==> src/rtl/lpfr_pkg.sv <==
package lpfr_pkg;

  localparam int DEF_MAX_FRAMES = 8;
  localparam int DEF_PAGE_BITS  = 16;

  localparam int CFG_W       = 4;
  localparam int FRAME_IDX_W = 3;

  localparam logic [CFG_W-1:0] CFG_RESET = CFG_W'(8);

  typedef struct packed {
    logic fault;
    logic evicted_valid;
  } lookup_flags_t;

endpackage

==> src/rtl/lpfr_frame_table.sv <==
module lpfr_frame_table #(
  parameter int MAX_FRAMES = lpfr_pkg::DEF_MAX_FRAMES,
  parameter int PAGE_BITS  = lpfr_pkg::DEF_PAGE_BITS
) (
  input  logic                          clk,
  input  logic                          rst_n,
  input  logic [lpfr_pkg::CFG_W-1:0]    frames_in_use,
  input  logic                          ref_en,
  input  logic [PAGE_BITS-1:0]          ref_page,
  output lpfr_pkg::lookup_flags_t       flags,
  output logic [lpfr_pkg::FRAME_IDX_W-1:0] frame_index,
  output logic [PAGE_BITS-1:0]          evicted_page
);

  localparam int IDX_W = (MAX_FRAMES > 1) ? $clog2(MAX_FRAMES) : 1;
  localparam int AGE_W = IDX_W;
  localparam logic [AGE_W-1:0] AGE_TOP = AGE_W'(MAX_FRAMES - 1);

  logic [PAGE_BITS-1:0]  page_r  [MAX_FRAMES];
  logic [MAX_FRAMES-1:0] valid_r;
  logic [AGE_W-1:0]      age_r   [MAX_FRAMES];
  logic [MAX_FRAMES-1:0] valid_nxt;
  logic [AGE_W-1:0]      age_nxt [MAX_FRAMES];

  logic [MAX_FRAMES-1:0] in_use;
  logic [MAX_FRAMES-1:0] hit_vec;
  logic [MAX_FRAMES-1:0] empty_vec;
  logic [MAX_FRAMES-1:0] oldest_vec;
  logic [MAX_FRAMES-1:0] sel_vec;
  logic [MAX_FRAMES-1:0] target_oh;
  logic [IDX_W-1:0]      target;
  logic                  hit;
  logic                  empty;
  logic [AGE_W-1:0]      target_age;
  logic [PAGE_BITS-1:0]  target_page;

  always_comb begin
    for (int j = 0; j < MAX_FRAMES; j++) begin
      if (frames_in_use == '0) begin
        in_use[j] = (j == 0);
      end else begin
        in_use[j] = (j < 32'(frames_in_use));
      end
      hit_vec[j]   = in_use[j] && valid_r[j] && (page_r[j] == ref_page);
      empty_vec[j] = in_use[j] && !valid_r[j];
    end
  end

  always_comb begin
    for (int j = 0; j < MAX_FRAMES; j++) begin
      oldest_vec[j] = in_use[j];
      for (int k = 0; k < MAX_FRAMES; k++) begin
        if (in_use[k] && (age_r[k] > age_r[j])) begin
          oldest_vec[j] = 1'b0;
        end
      end
    end
  end

  assign hit   = |hit_vec;
  assign empty = |empty_vec;

  always_comb begin
    if (hit) begin
      sel_vec = hit_vec;
    end else if (empty) begin
      sel_vec = empty_vec;
    end else begin
      sel_vec = oldest_vec;
    end
    target    = '0;
    target_oh = '0;
    for (int j = MAX_FRAMES - 1; j >= 0; j--) begin
      if (sel_vec[j]) begin
        target    = IDX_W'(j);
        target_oh = '0;
        target_oh[j] = 1'b1;
      end
    end
  end

  always_comb begin
    target_age  = '0;
    target_page = '0;
    for (int j = 0; j < MAX_FRAMES; j++) begin
      if (target_oh[j]) begin
        target_age  = target_age | age_r[j];
        target_page = target_page | page_r[j];
      end
    end
  end

  always_comb begin
    valid_nxt = valid_r;
    for (int j = 0; j < MAX_FRAMES; j++) begin
      age_nxt[j] = age_r[j];
      if (target_oh[j]) begin
        age_nxt[j]   = '0;
        valid_nxt[j] = 1'b1;
      end else if (in_use[j] && valid_r[j] && (age_r[j] < AGE_TOP) &&
                   ((!hit && empty) || (age_r[j] < target_age))) begin
        age_nxt[j] = age_r[j] + AGE_W'(1);
      end
    end
  end

  always_ff @(posedge clk) begin
    if (!rst_n) begin
      valid_r <= '0;
      for (int j = 0; j < MAX_FRAMES; j++) begin
        age_r[j] <= '0;
      end
    end else if (ref_en) begin
      valid_r <= valid_nxt;
      for (int j = 0; j < MAX_FRAMES; j++) begin
        age_r[j] <= age_nxt[j];
      end
    end
  end

  always_ff @(posedge clk) begin
    if (ref_en && !hit) begin
      for (int j = 0; j < MAX_FRAMES; j++) begin
        if (target_oh[j]) begin
          page_r[j] <= ref_page;
        end
      end
    end
  end

  assign flags.fault         = !hit;
  assign flags.evicted_valid = !hit && !empty;
  assign frame_index         = lpfr_pkg::FRAME_IDX_W'(target);
  assign evicted_page        = (!hit && !empty) ? target_page : '0;

endmodule

==> src/rtl/lru_page_frame_replacer_unit.sv <==
// LRU page frame replacer.
// Input channel: in_valid/in_ready carry one page reference per item (in_page).
// Result channel: out_valid/out_ready carry one result per item: out_fault,
// out_frame_index, out_evicted_valid and out_evicted_page.
// Config: cfg_we/cfg_wdata write the frame count (1..8; 0 acts as 1, larger
// values act as MAX_FRAMES). Write only while no item is in flight.
// Path: an accepted item passes the input register and then the result
// register, where out_valid rises; two register stages in all.
// Throughput: one item per cycle while out_ready is high; the frame compare,
// victim pick and rank update all close combinationally between the registers.
// Reset: all frames empty, all ranks zero, frame count 8, both registers empty.
// Stall: while out_ready is low the result holds; one more item waits in the
// input register, after which in_ready drops until the result is taken.
module lru_page_frame_replacer_unit #(
  parameter int MAX_FRAMES = lpfr_pkg::DEF_MAX_FRAMES,
  parameter int PAGE_BITS  = lpfr_pkg::DEF_PAGE_BITS
) (
  input  logic                             clk,
  input  logic                             rst_n,
  input  logic                             in_valid,
  output logic                             in_ready,
  input  logic [PAGE_BITS-1:0]             in_page,
  output logic                             out_valid,
  input  logic                             out_ready,
  output logic                             out_fault,
  output logic [lpfr_pkg::FRAME_IDX_W-1:0] out_frame_index,
  output logic                             out_evicted_valid,
  output logic [PAGE_BITS-1:0]             out_evicted_page,
  input  logic                             cfg_we,
  input  logic [lpfr_pkg::CFG_W-1:0]       cfg_wdata
);

  logic                             in_valid_r;
  logic [PAGE_BITS-1:0]             in_page_r;
  logic                             out_valid_r;
  logic                             fault_r;
  logic [lpfr_pkg::FRAME_IDX_W-1:0] frame_index_r;
  logic                             evicted_valid_r;
  logic [PAGE_BITS-1:0]             evicted_page_r;
  logic [lpfr_pkg::CFG_W-1:0]       frames_in_use_r;

  logic                             advance;
  lpfr_pkg::lookup_flags_t          flags;
  logic [lpfr_pkg::FRAME_IDX_W-1:0] frame_index;
  logic [PAGE_BITS-1:0]             evicted_page;

  assign advance  = in_valid_r && (!out_valid_r || out_ready);
  assign in_ready = !in_valid_r || advance;

  lpfr_frame_table #(
    .MAX_FRAMES (MAX_FRAMES),
    .PAGE_BITS  (PAGE_BITS)
  ) u_table (
    .clk           (clk),
    .rst_n         (rst_n),
    .frames_in_use (frames_in_use_r),
    .ref_en        (advance),
    .ref_page      (in_page_r),
    .flags         (flags),
    .frame_index   (frame_index),
    .evicted_page  (evicted_page)
  );

  always_ff @(posedge clk) begin
    if (!rst_n) begin
      frames_in_use_r <= lpfr_pkg::CFG_RESET;
    end else if (cfg_we) begin
      frames_in_use_r <= cfg_wdata;
    end
  end

  always_ff @(posedge clk) begin
    if (!rst_n) begin
      in_valid_r <= 1'b0;
    end else if (in_ready) begin
      in_valid_r <= in_valid;
    end
  end

  always_ff @(posedge clk) begin
    if (in_valid && in_ready) begin
      in_page_r <= in_page;
    end
  end

  always_ff @(posedge clk) begin
    if (!rst_n) begin
      out_valid_r <= 1'b0;
    end else if (advance) begin
      out_valid_r <= 1'b1;
    end else if (out_ready) begin
      out_valid_r <= 1'b0;
    end
  end

  always_ff @(posedge clk) begin
    if (advance) begin
      fault_r         <= flags.fault;
      frame_index_r   <= frame_index;
      evicted_valid_r <= flags.evicted_valid;
      evicted_page_r  <= evicted_page;
    end
  end

  assign out_valid         = out_valid_r;
  assign out_fault         = fault_r;
  assign out_frame_index   = frame_index_r;
  assign out_evicted_valid = evicted_valid_r;
  assign out_evicted_page  = evicted_page_r;

endmodule
==> config.mk <==
export PLATFORM = sky130hd
export DESIGN_NAME = lru_page_frame_replacer_unit
export DESIGN_NICKNAME = d
export VERILOG_FILES = /design/src/rtl/lpfr_pkg.sv /design/src/rtl/lpfr_frame_table.sv /design/src/rtl/lru_page_frame_replacer_unit.sv
export SDC_FILE = /design/constraint.sdc
export NUM_CORES = 1
export LEC_CHECK = 0
export ABC_AREA = 1
export BUFFER_PORTS_ARGS = -buffer_cell sky130_fd_sc_hd__buf_2
export CORE_UTILIZATION = 32
export DETAILED_ROUTE_END_ITERATION = 7
export GPL_TIMING_DRIVEN = 0
export HOLD_SLACK_MARGIN = 0.06
export PLACE_DENSITY_LB_ADDON = 0.25
export REMOVE_ABC_BUFFERS = 1
export SYNTH_ARGS = -nofsm -noshare
export SYNTH_HDL_FRONTEND = slang
export SYNTH_HIERARCHICAL = 1
export SYNTH_SLANG_ARGS = --single-unit
==> constraint.sdc <==
create_clock -name clk -period 3.95 [get_ports clk]
set_input_delay 0.79 -clock clk [delete_from_list [all_inputs] [get_ports clk]]
set_output_delay 0.79 -clock clk [all_outputs]
set_load 0.01 [all_outputs]
==> flow_summary.ini, run 1 <==
[synthesis]
synth_top_family_by_area = simple AND/OR/NAND/NOR gates
synth_area_sq_mm = 0.0139
synth_edf_count = 189
yosys.area_share.simple_pct = 29.3
avgSynthCellArea_sq_um = 7.98
yosysSeqAreaShare_pct = 42.8
muxShareOfSynthArea_pct = 0
ys_ff_latch = 203
synth_xor_area_share_pct = 2.90
synth_adder_area_share_pct = 9.72
ys_async_sr_fraction_pct = 0
ys.flop_type = edfxtp_1
yosysWarningCount = 6
synthCells = 1742
synth_compound_area_share_pct = 7.59
synth_cell_types = 50

[timing]
tightestPinTransition_ns = 1.38
fin_crit_ns = 4.11
setup_ws_ns = -0.160
final-setup-viol-count = 24
fmax_mhz = 243
slew_violations = 0
fin_skew_ns = 0.0319
slew_headroom_pct = 7.47
grt_setup_unrepaired = yes
finalCritPeriodShare_pct = 104
hold_viol_final = 0

[setup_path]
rr_worst_depth = 26
critPathArrivalTime_ns = 4.35
start_kind = flop
r2r_end = u_table/age_r[1][2]$_SDFFCE_PN0P_
criticalPathCategory = reg -> reg
cp-end-kind = flop
path_max_fanout = 7
r2r_setup_slack_ns = -0.16
rr_startpoint = u_table/age_r[0][11]$_SDFFCE_PN0P_
required_ns = 4.19

[clock_tree]
postCtsHoldBufs = 0
cts.sinks = 203
cts_buffers = 26
root_buffer = clkbuf_16
cts_tree = done
cts_htree_levels = 1
cts_buffer_depth = 3
clk_pin_slew_ns = 0.06
clk_latency_ns = 0.58

[global_route]
grt_usage_pct = 23.6
grt_antenna_before_repair = 0
grt_pass1_vias = 12700
grt_pass1_wl_um = 77300
grt-ovfl-total = 0
grt_max_degree = 27

[power_and_ir_drop]
p_int_uw = 4400
p_leak_uw = 0.00792
p_clk_share_pct = 39.1
swShare_pct = 29.5
p_seq_share_pct = 39.6
switching_power_uw = 1840
p_comb_share_pct = 21.2
vdd_drop_max_uv = 375
power.density_mw_per_mm2 = 344

[finish]
fin_nets = 2093
final_area_sq_mm = 0.0181
layout_common_cells = 529 x nand2_1, 189 x edfxtp_1, 176 x inv_1, 151 x nor2_1, 137 x buf_4
drive_gt1_share_pct = 24.9
n_fill_cell = 4242
diodes = 0
mostFrequentLayoutCell = nand2_1
syn2layout_area_growth_pct = 30.5
final_util_pct = 42.8

[worst_hold_path]
min_path_cells = 1
min_to = in_page_r[11]$_DFFE_PP_
min_path_type = in -> reg
hold_start = in_page[11]

[flow_run]
maxCapViolations = 0

[drt]
viasPerCell = 5.11
drtIter0Drc = 1010
num_vias = 13100
wl_per_cell_um = 20.5
detail-route-antenna-nets = 0
drc = 0
drt-total-wl_um = 52500
firstDrtPassIters = 5

[floorplan]
die_height_um = 210
start_util_pct = 32.8
rows = 75
die_w_um = 210
dieArea_sq_mm = 0.0443
core_area_sq_mm = 0.0424
ios = 48

[outcome]
outcome = finished, violations left
violations = negative setup slack

[placement]
gp_congestion = 1.01
place_area_sq_mm = 0.0148
dp_hpwl_um = 37100
numPortBuffers = 47
[worst max-delay path by stage]
stage	startpoint	end	slack (ns)	cells past startpoint
finish	u_table/age_r[0][11]$_SDFFCE_PN0P_	u_table/age_r[1][2]$_SDFFCE_PN0P_	-0.16	26
global route	u_table/age_r[1][2]$_SDFFCE_PN0P_	u_table/age_r[1][0]$_SDFFCE_PN0P_	-0.31	26
CTS	in_page_r[5]$_DFFE_PP_	u_table/age_r[0][2]$_SDFFCE_PN0P_	-0.06	26
detailed placement	in_page_r[9]$_DFFE_PP_	u_table/age_r[1][5]$_SDFFCE_PN0P_	-2.71	24
global placement	in_page_r[14]$_DFFE_PP_	u_table/age_r[1][3]$_SDFFCE_PN0P_	-3.80	24
floorplan	in_page_r[14]$_DFFE_PP_	u_table/age_r[0][6]$_SDFFCE_PN0P_	-0.36	24
[routing by layer]
layer | share of wire [%] | vias to the layer above | track usage (%)
li1 | - | 6263 | -
met1 | 41 | 6215 | 30.0
met2 | 48 | 467 | 39.8
met3 | 6.5 | 127 | 3.87
met4 | 4.7 | 0 | 9.80
met5 | 0 | - | 0
[repair_timing]
| action | 4_1_cts | 5_1_grt |
|---|---|---|
| cloned | 1 | 1 |
| buffers inserted | 136 | 26 |
| pin swaps | 58 | 63 |
| endpoints found under the setup margin | 196 | 49 |
| gates resized for setup | 173 | 86 |
[power by group through the flow]
stage               Sequential, uW  Clock [uW]  Combinational, uW
global placement              2600           0                880
finish                        2470        2440               1330
detailed placement            2600           0                918
global route                  2480        2580               1460
floorplan                     2540           0                632
CTS                           2470        2490               1210
[registers in the layout (all words and copies together) (netlist names), 3 cells and up]
name,cells
u_table/valid_r,8
frames_in_use_r,4
u_table/page_r,128
in_page_r,16
out_frame_index,3
out_evicted_page,16
u_table/age_r,24
[critical path, stage by stage, from the launching register on]
cell,delay (ns)
edfxtp_1,0.45
buf_6,0.18
ha_1,0.31
nand3_1,0.13
nand3_1,0.08
nand2_1,0.08
nand2_1,0.07
nor2_1,0.10
nand4_1,0.19
nand2_1,0.17
nand3_2,0.12
nand2_2,0.11
inv_2,0.07
nand2_2,0.09
nor2_4,0.07
nand2_4,0.12
o22ai_4,0.09
nor4_4,0.34
buf_6,0.25
ha_4,0.23
nand2_2,0.06
inv_2,0.03
nand2_1,0.04
nand2_1,0.05
nand2_1,0.06
nand2_1,0.08
a21oi_2,0.21
[cells in the mapped netlist, types with 2 or more instances]
library cell	count	area [sq um]
a211oi_1	3	22.5
a21oi_1	54	270
a221oi_1	7	61.3
a22o_1	2	17.5
a22oi_1	10	75.1
a311oi_1	3	26.3
a31oi_1	13	81.3
a41oi_1	8	70.1
and2_1	5	31.3
buf_2	5	25.0
buf_4	21	158
clkbuf_1	3	11.3
dfxtp_1	14	280
edfxtp_1	189	5680
ha_1	108	1350
inv_1	196	736
inv_2	26	97.6
inv_4	2	12.5
nand2_1	571	2140
nand2_2	6	37.5
nand2_4	4	45.0
nand3_1	88	440
nand3_2	5	50.1
nand3b_1	13	97.6
nand4_1	31	194
nor2_1	181	679
nor2_2	7	43.8
nor2_4	5	56.3
nor3_1	17	85.1
nor4_1	16	100
o211ai_1	3	22.5
o21ai_0	35	175
o21ai_1	2	10.0
o221ai_1	2	17.5
o22ai_1	24	150
o31ai_1	3	22.5
or4_1	3	22.5
xnor2_1	15	131
xor2_1	31	272
[logic make-up after synthesis]
logic type,after synthesis
AO/OA/AOI/OAI,172
XOR/XNOR,46
adder cells (fa/ha/maj),108
buffers and inverters,256
flip-flops,203
AND/OR/NAND/NOR,957
[through the flow]
step	hold slack [ns]	TNS, ns	total power [uW]	setup WS, ns	instances
floorplan	0.450	-8.47	3170	-0.359	1712
global placement	0.459	-395.63	3480	-3.80	2336
detailed placement	0.466	-241.47	3510	-2.71	2345
CTS	0.363	-0.539	6180	-0.0634	2530
global route	0.368	-6.64	6520	-0.309	2557
finish	0.383	-2.97	6240	-0.160	2557
[area by class of cell]
cell class,instances,area (sq um),share of cell area (%)
clock buffer,34,711,3.92
clock inverter,14,173,0.952
inverter,226,917,5.05
multi-input combinational,1284,7910,43.6
sequential,203,5960,32.9
tap,577,722,3.98
timing repair buffer,219,1750,9.64
No activity file was read; power rests on OpenSTA's default activity.
==> run 2: changes to the inputs <==
CORE_MARGIN = 4   (was default)
==> run 2 against run 1 <==
  * Critical path depth decreased by 2
  * Non-clock buffer count decreased by 6
  * The flow still finishes with violations (negative setup slack)
  * Clock skew decreased by 0.014 ns
  * Register-to-register slack improved by 0.04 ns
  * Hold slack improved by 0.023 ns
  * Design area decreased by 1.1%
  * Maximum frequency increased by 0.86%
  * Via count increased by 0.93%
  * Global-route usage decreased by 2.2 points
  * Setup slack improved by 0.035 ns
==> flow_summary.ini, run 2 (same netlist as run 1, synthesis figures left out) <==
[power_and_ir_drop]
p_clk_share_pct = 37.7
switching_power_uw = 1810
p_leak_uw = 0.00781
p_comb_share_pct = 21.5
swShare_pct = 29.9
power.density_mw_per_mm2 = 338
vdd_drop_max_uv = 323
p_seq_share_pct = 40.9
p_int_uw = 4250

[clock_tree]
clk_pin_slew_ns = 0.06
root_buffer = clkbuf_16
postCtsHoldBufs = 0
cts_buffer_depth = 3
cts.sinks = 203
cts_buffers = 25
clk_latency_ns = 0.57
cts_htree_levels = 1
cts_tree = done

[timing]
slew_headroom_pct = 3.11
slew_violations = 0
grt_setup_unrepaired = yes
fmax_mhz = 245
fin_crit_ns = 4.08
final-setup-viol-count = 24
hold_viol_final = 0
tightestPinTransition_ns = 1.45
fin_skew_ns = 0.0184
finalCritPeriodShare_pct = 103
setup_ws_ns = -0.125

[finish]
diodes = 0
final_util_pct = 41.8
layout_common_cells = 541 x nand2_1, 189 x edfxtp_1, 177 x inv_1, 146 x nor2_1, 142 x buf_4
fin_nets = 2086
mostFrequentLayoutCell = nand2_1
drive_gt1_share_pct = 24.2
largest_reg_flops = 128
syn2layout_area_growth_pct = 29.1
regMostFlops = u_table/page_r
final_area_sq_mm = 0.0179
n_fill_cell = 4352
largestRegisters = u_table/page_r: 128 flops, u_table/age_r: 24 flops

[drt]
viasPerCell = 5.16
firstDrtPassIters = 6
drtIter0Drc = 1063
num_vias = 13200
detail-route-antenna-nets = 0
drc = 0
drt-total-wl_um = 52200
wl_per_cell_um = 20.4

[setup_path]
start_kind = flop
cp-end-kind = flop
criticalPathCategory = reg -> reg
path_max_fanout = 6
critPathArrivalTime_ns = 4.32
rr_startpoint = in_page_r[11]$_DFFE_PP_
crit_start = in_page_r[11]$_DFFE_PP_
required_ns = 4.19

[global_route]
grt_usage_pct = 21.4
grt_pass1_vias = 12700
grt_pass1_wl_um = 76800
grt_max_degree = 24
grt_antenna_before_repair = 1
grt-ovfl-total = 0

[placement]
gp_congestion = 1.01
numPortBuffers = 47
dp_hpwl_um = 36300
place_area_sq_mm = 0.0148

[floorplan]
core_area_sq_mm = 0.0430
start_util_pct = 32.3
ios = 48
rows = 76
die_w_um = 216
dieArea_sq_mm = 0.0468
die_height_um = 216

[worst_hold_path]
min_path_type = in -> reg
hold_start = in_page[6]

[flow_run]
maxCapViolations = 0

[outcome]
outcome = finished, violations left
violations = negative setup slack
## run 2: changes by cell type in the layout (fill, tap and decap cells not counted), sizes merged
cell and delta:
clkinvlp -3, inv +1, buf -7, bufinv -1
## run 2: metrics by stage
stage	hold WS (ns)	setup TNS, ns	total power [uW]	setup WS [ns]	cells
5_1_grt	0.389	-6.25	6330	-0.294	2555
6_report	0.405	-1.57	6060	-0.125	2555
2_1_floorplan	0.450	-8.47	3170	-0.359	1712
3_5_place_dp	0.477	-241.68	3510	-2.58	2351
3_3_place_gp	0.462	-377.53	3470	-3.70	2344
4_1_cts	0.380	-0.185	6030	-0.0351	2541
## run 2: critical path: stages (launching register included)
cell	delay (ns)
edfxtp_1	0.50
buf_6	0.19
xnor2_2	0.27
nand2_1	0.13
nor3_1	0.25
nand3_2	0.17
nand2_2	0.13
nor2_4	0.07
nand2_4	0.11
nand2_8	0.09
nand2_8	0.11
nand3_4	0.14
nor2_4	0.16
clkinvlp_4	0.19
o22ai_4	0.21
nor4_4	0.08
buf_6	0.18
ha_4	0.24
nand2_2	0.05
inv_2	0.04
nand2_2	0.05
nand2_2	0.06
nand2_2	0.06
nand2_2	0.06
a21oi_2	0.22
## run 2: metal layers
| layer | routed length, um | vias to the layer above | GRT usage (%) |
|---|---|---|---|
| met5 | 7 | - | 0 |
| met4 | 2320 | 2 | 8.09 |
| met3 | 3240 | 119 | 3.11 |
| met2 | 25000 | 451 | 36.8 |
| met1 | 21600 | 6371 | 27.4 |
| li1 | - | 6251 | - |
## run 2: path summary, 6_finish.rpt
path	slack (ns)	to	depth (start not counted)
max	-0.13	u_table/age_r[1][0]$_SDFFCE_PN0P_	24
min	0.41	in_page_r[6]$_DFFE_PP_	1
max reg2reg	-0.13	u_table/age_r[1][0]$_SDFFCE_PN0P_	24
min reg2reg	0.48	u_table/valid_r[4]$_SDFFE_PN0P_	2
## run 2: layout make-up
type	count	area, sq um	share of cell area (%)
Clock buffer	33	677	3.77
Clock inverter	11	115	0.641
Inverter	226	903	5.03
Multi-Input combinational cell	1284	7900	44.0
Sequential cell	203	5960	33.2
Tap cell	585	732	4.08
Timing Repair Buffer	213	1650	9.20
## run 2: repair_timing
item | in CTS | in global routing
endpoints found under the setup margin | 196 | 52
buffers inserted | 145 | 14
endpoints found under the hold margin | 0 | 0
gates cloned | 2 | 0
pin swaps | 65 | 43
gates resized for setup | 179 | 54
## run 2: power by group through the flow
stage	logic, uW	registers (uW)	clock network (uW)
after floorplan	632	2540	0
after global placement	878	2590	0
after detailed placement	918	2590	0
after CTS	1220	2480	2340
after global routing	1430	2480	2420
final	1300	2480	2280
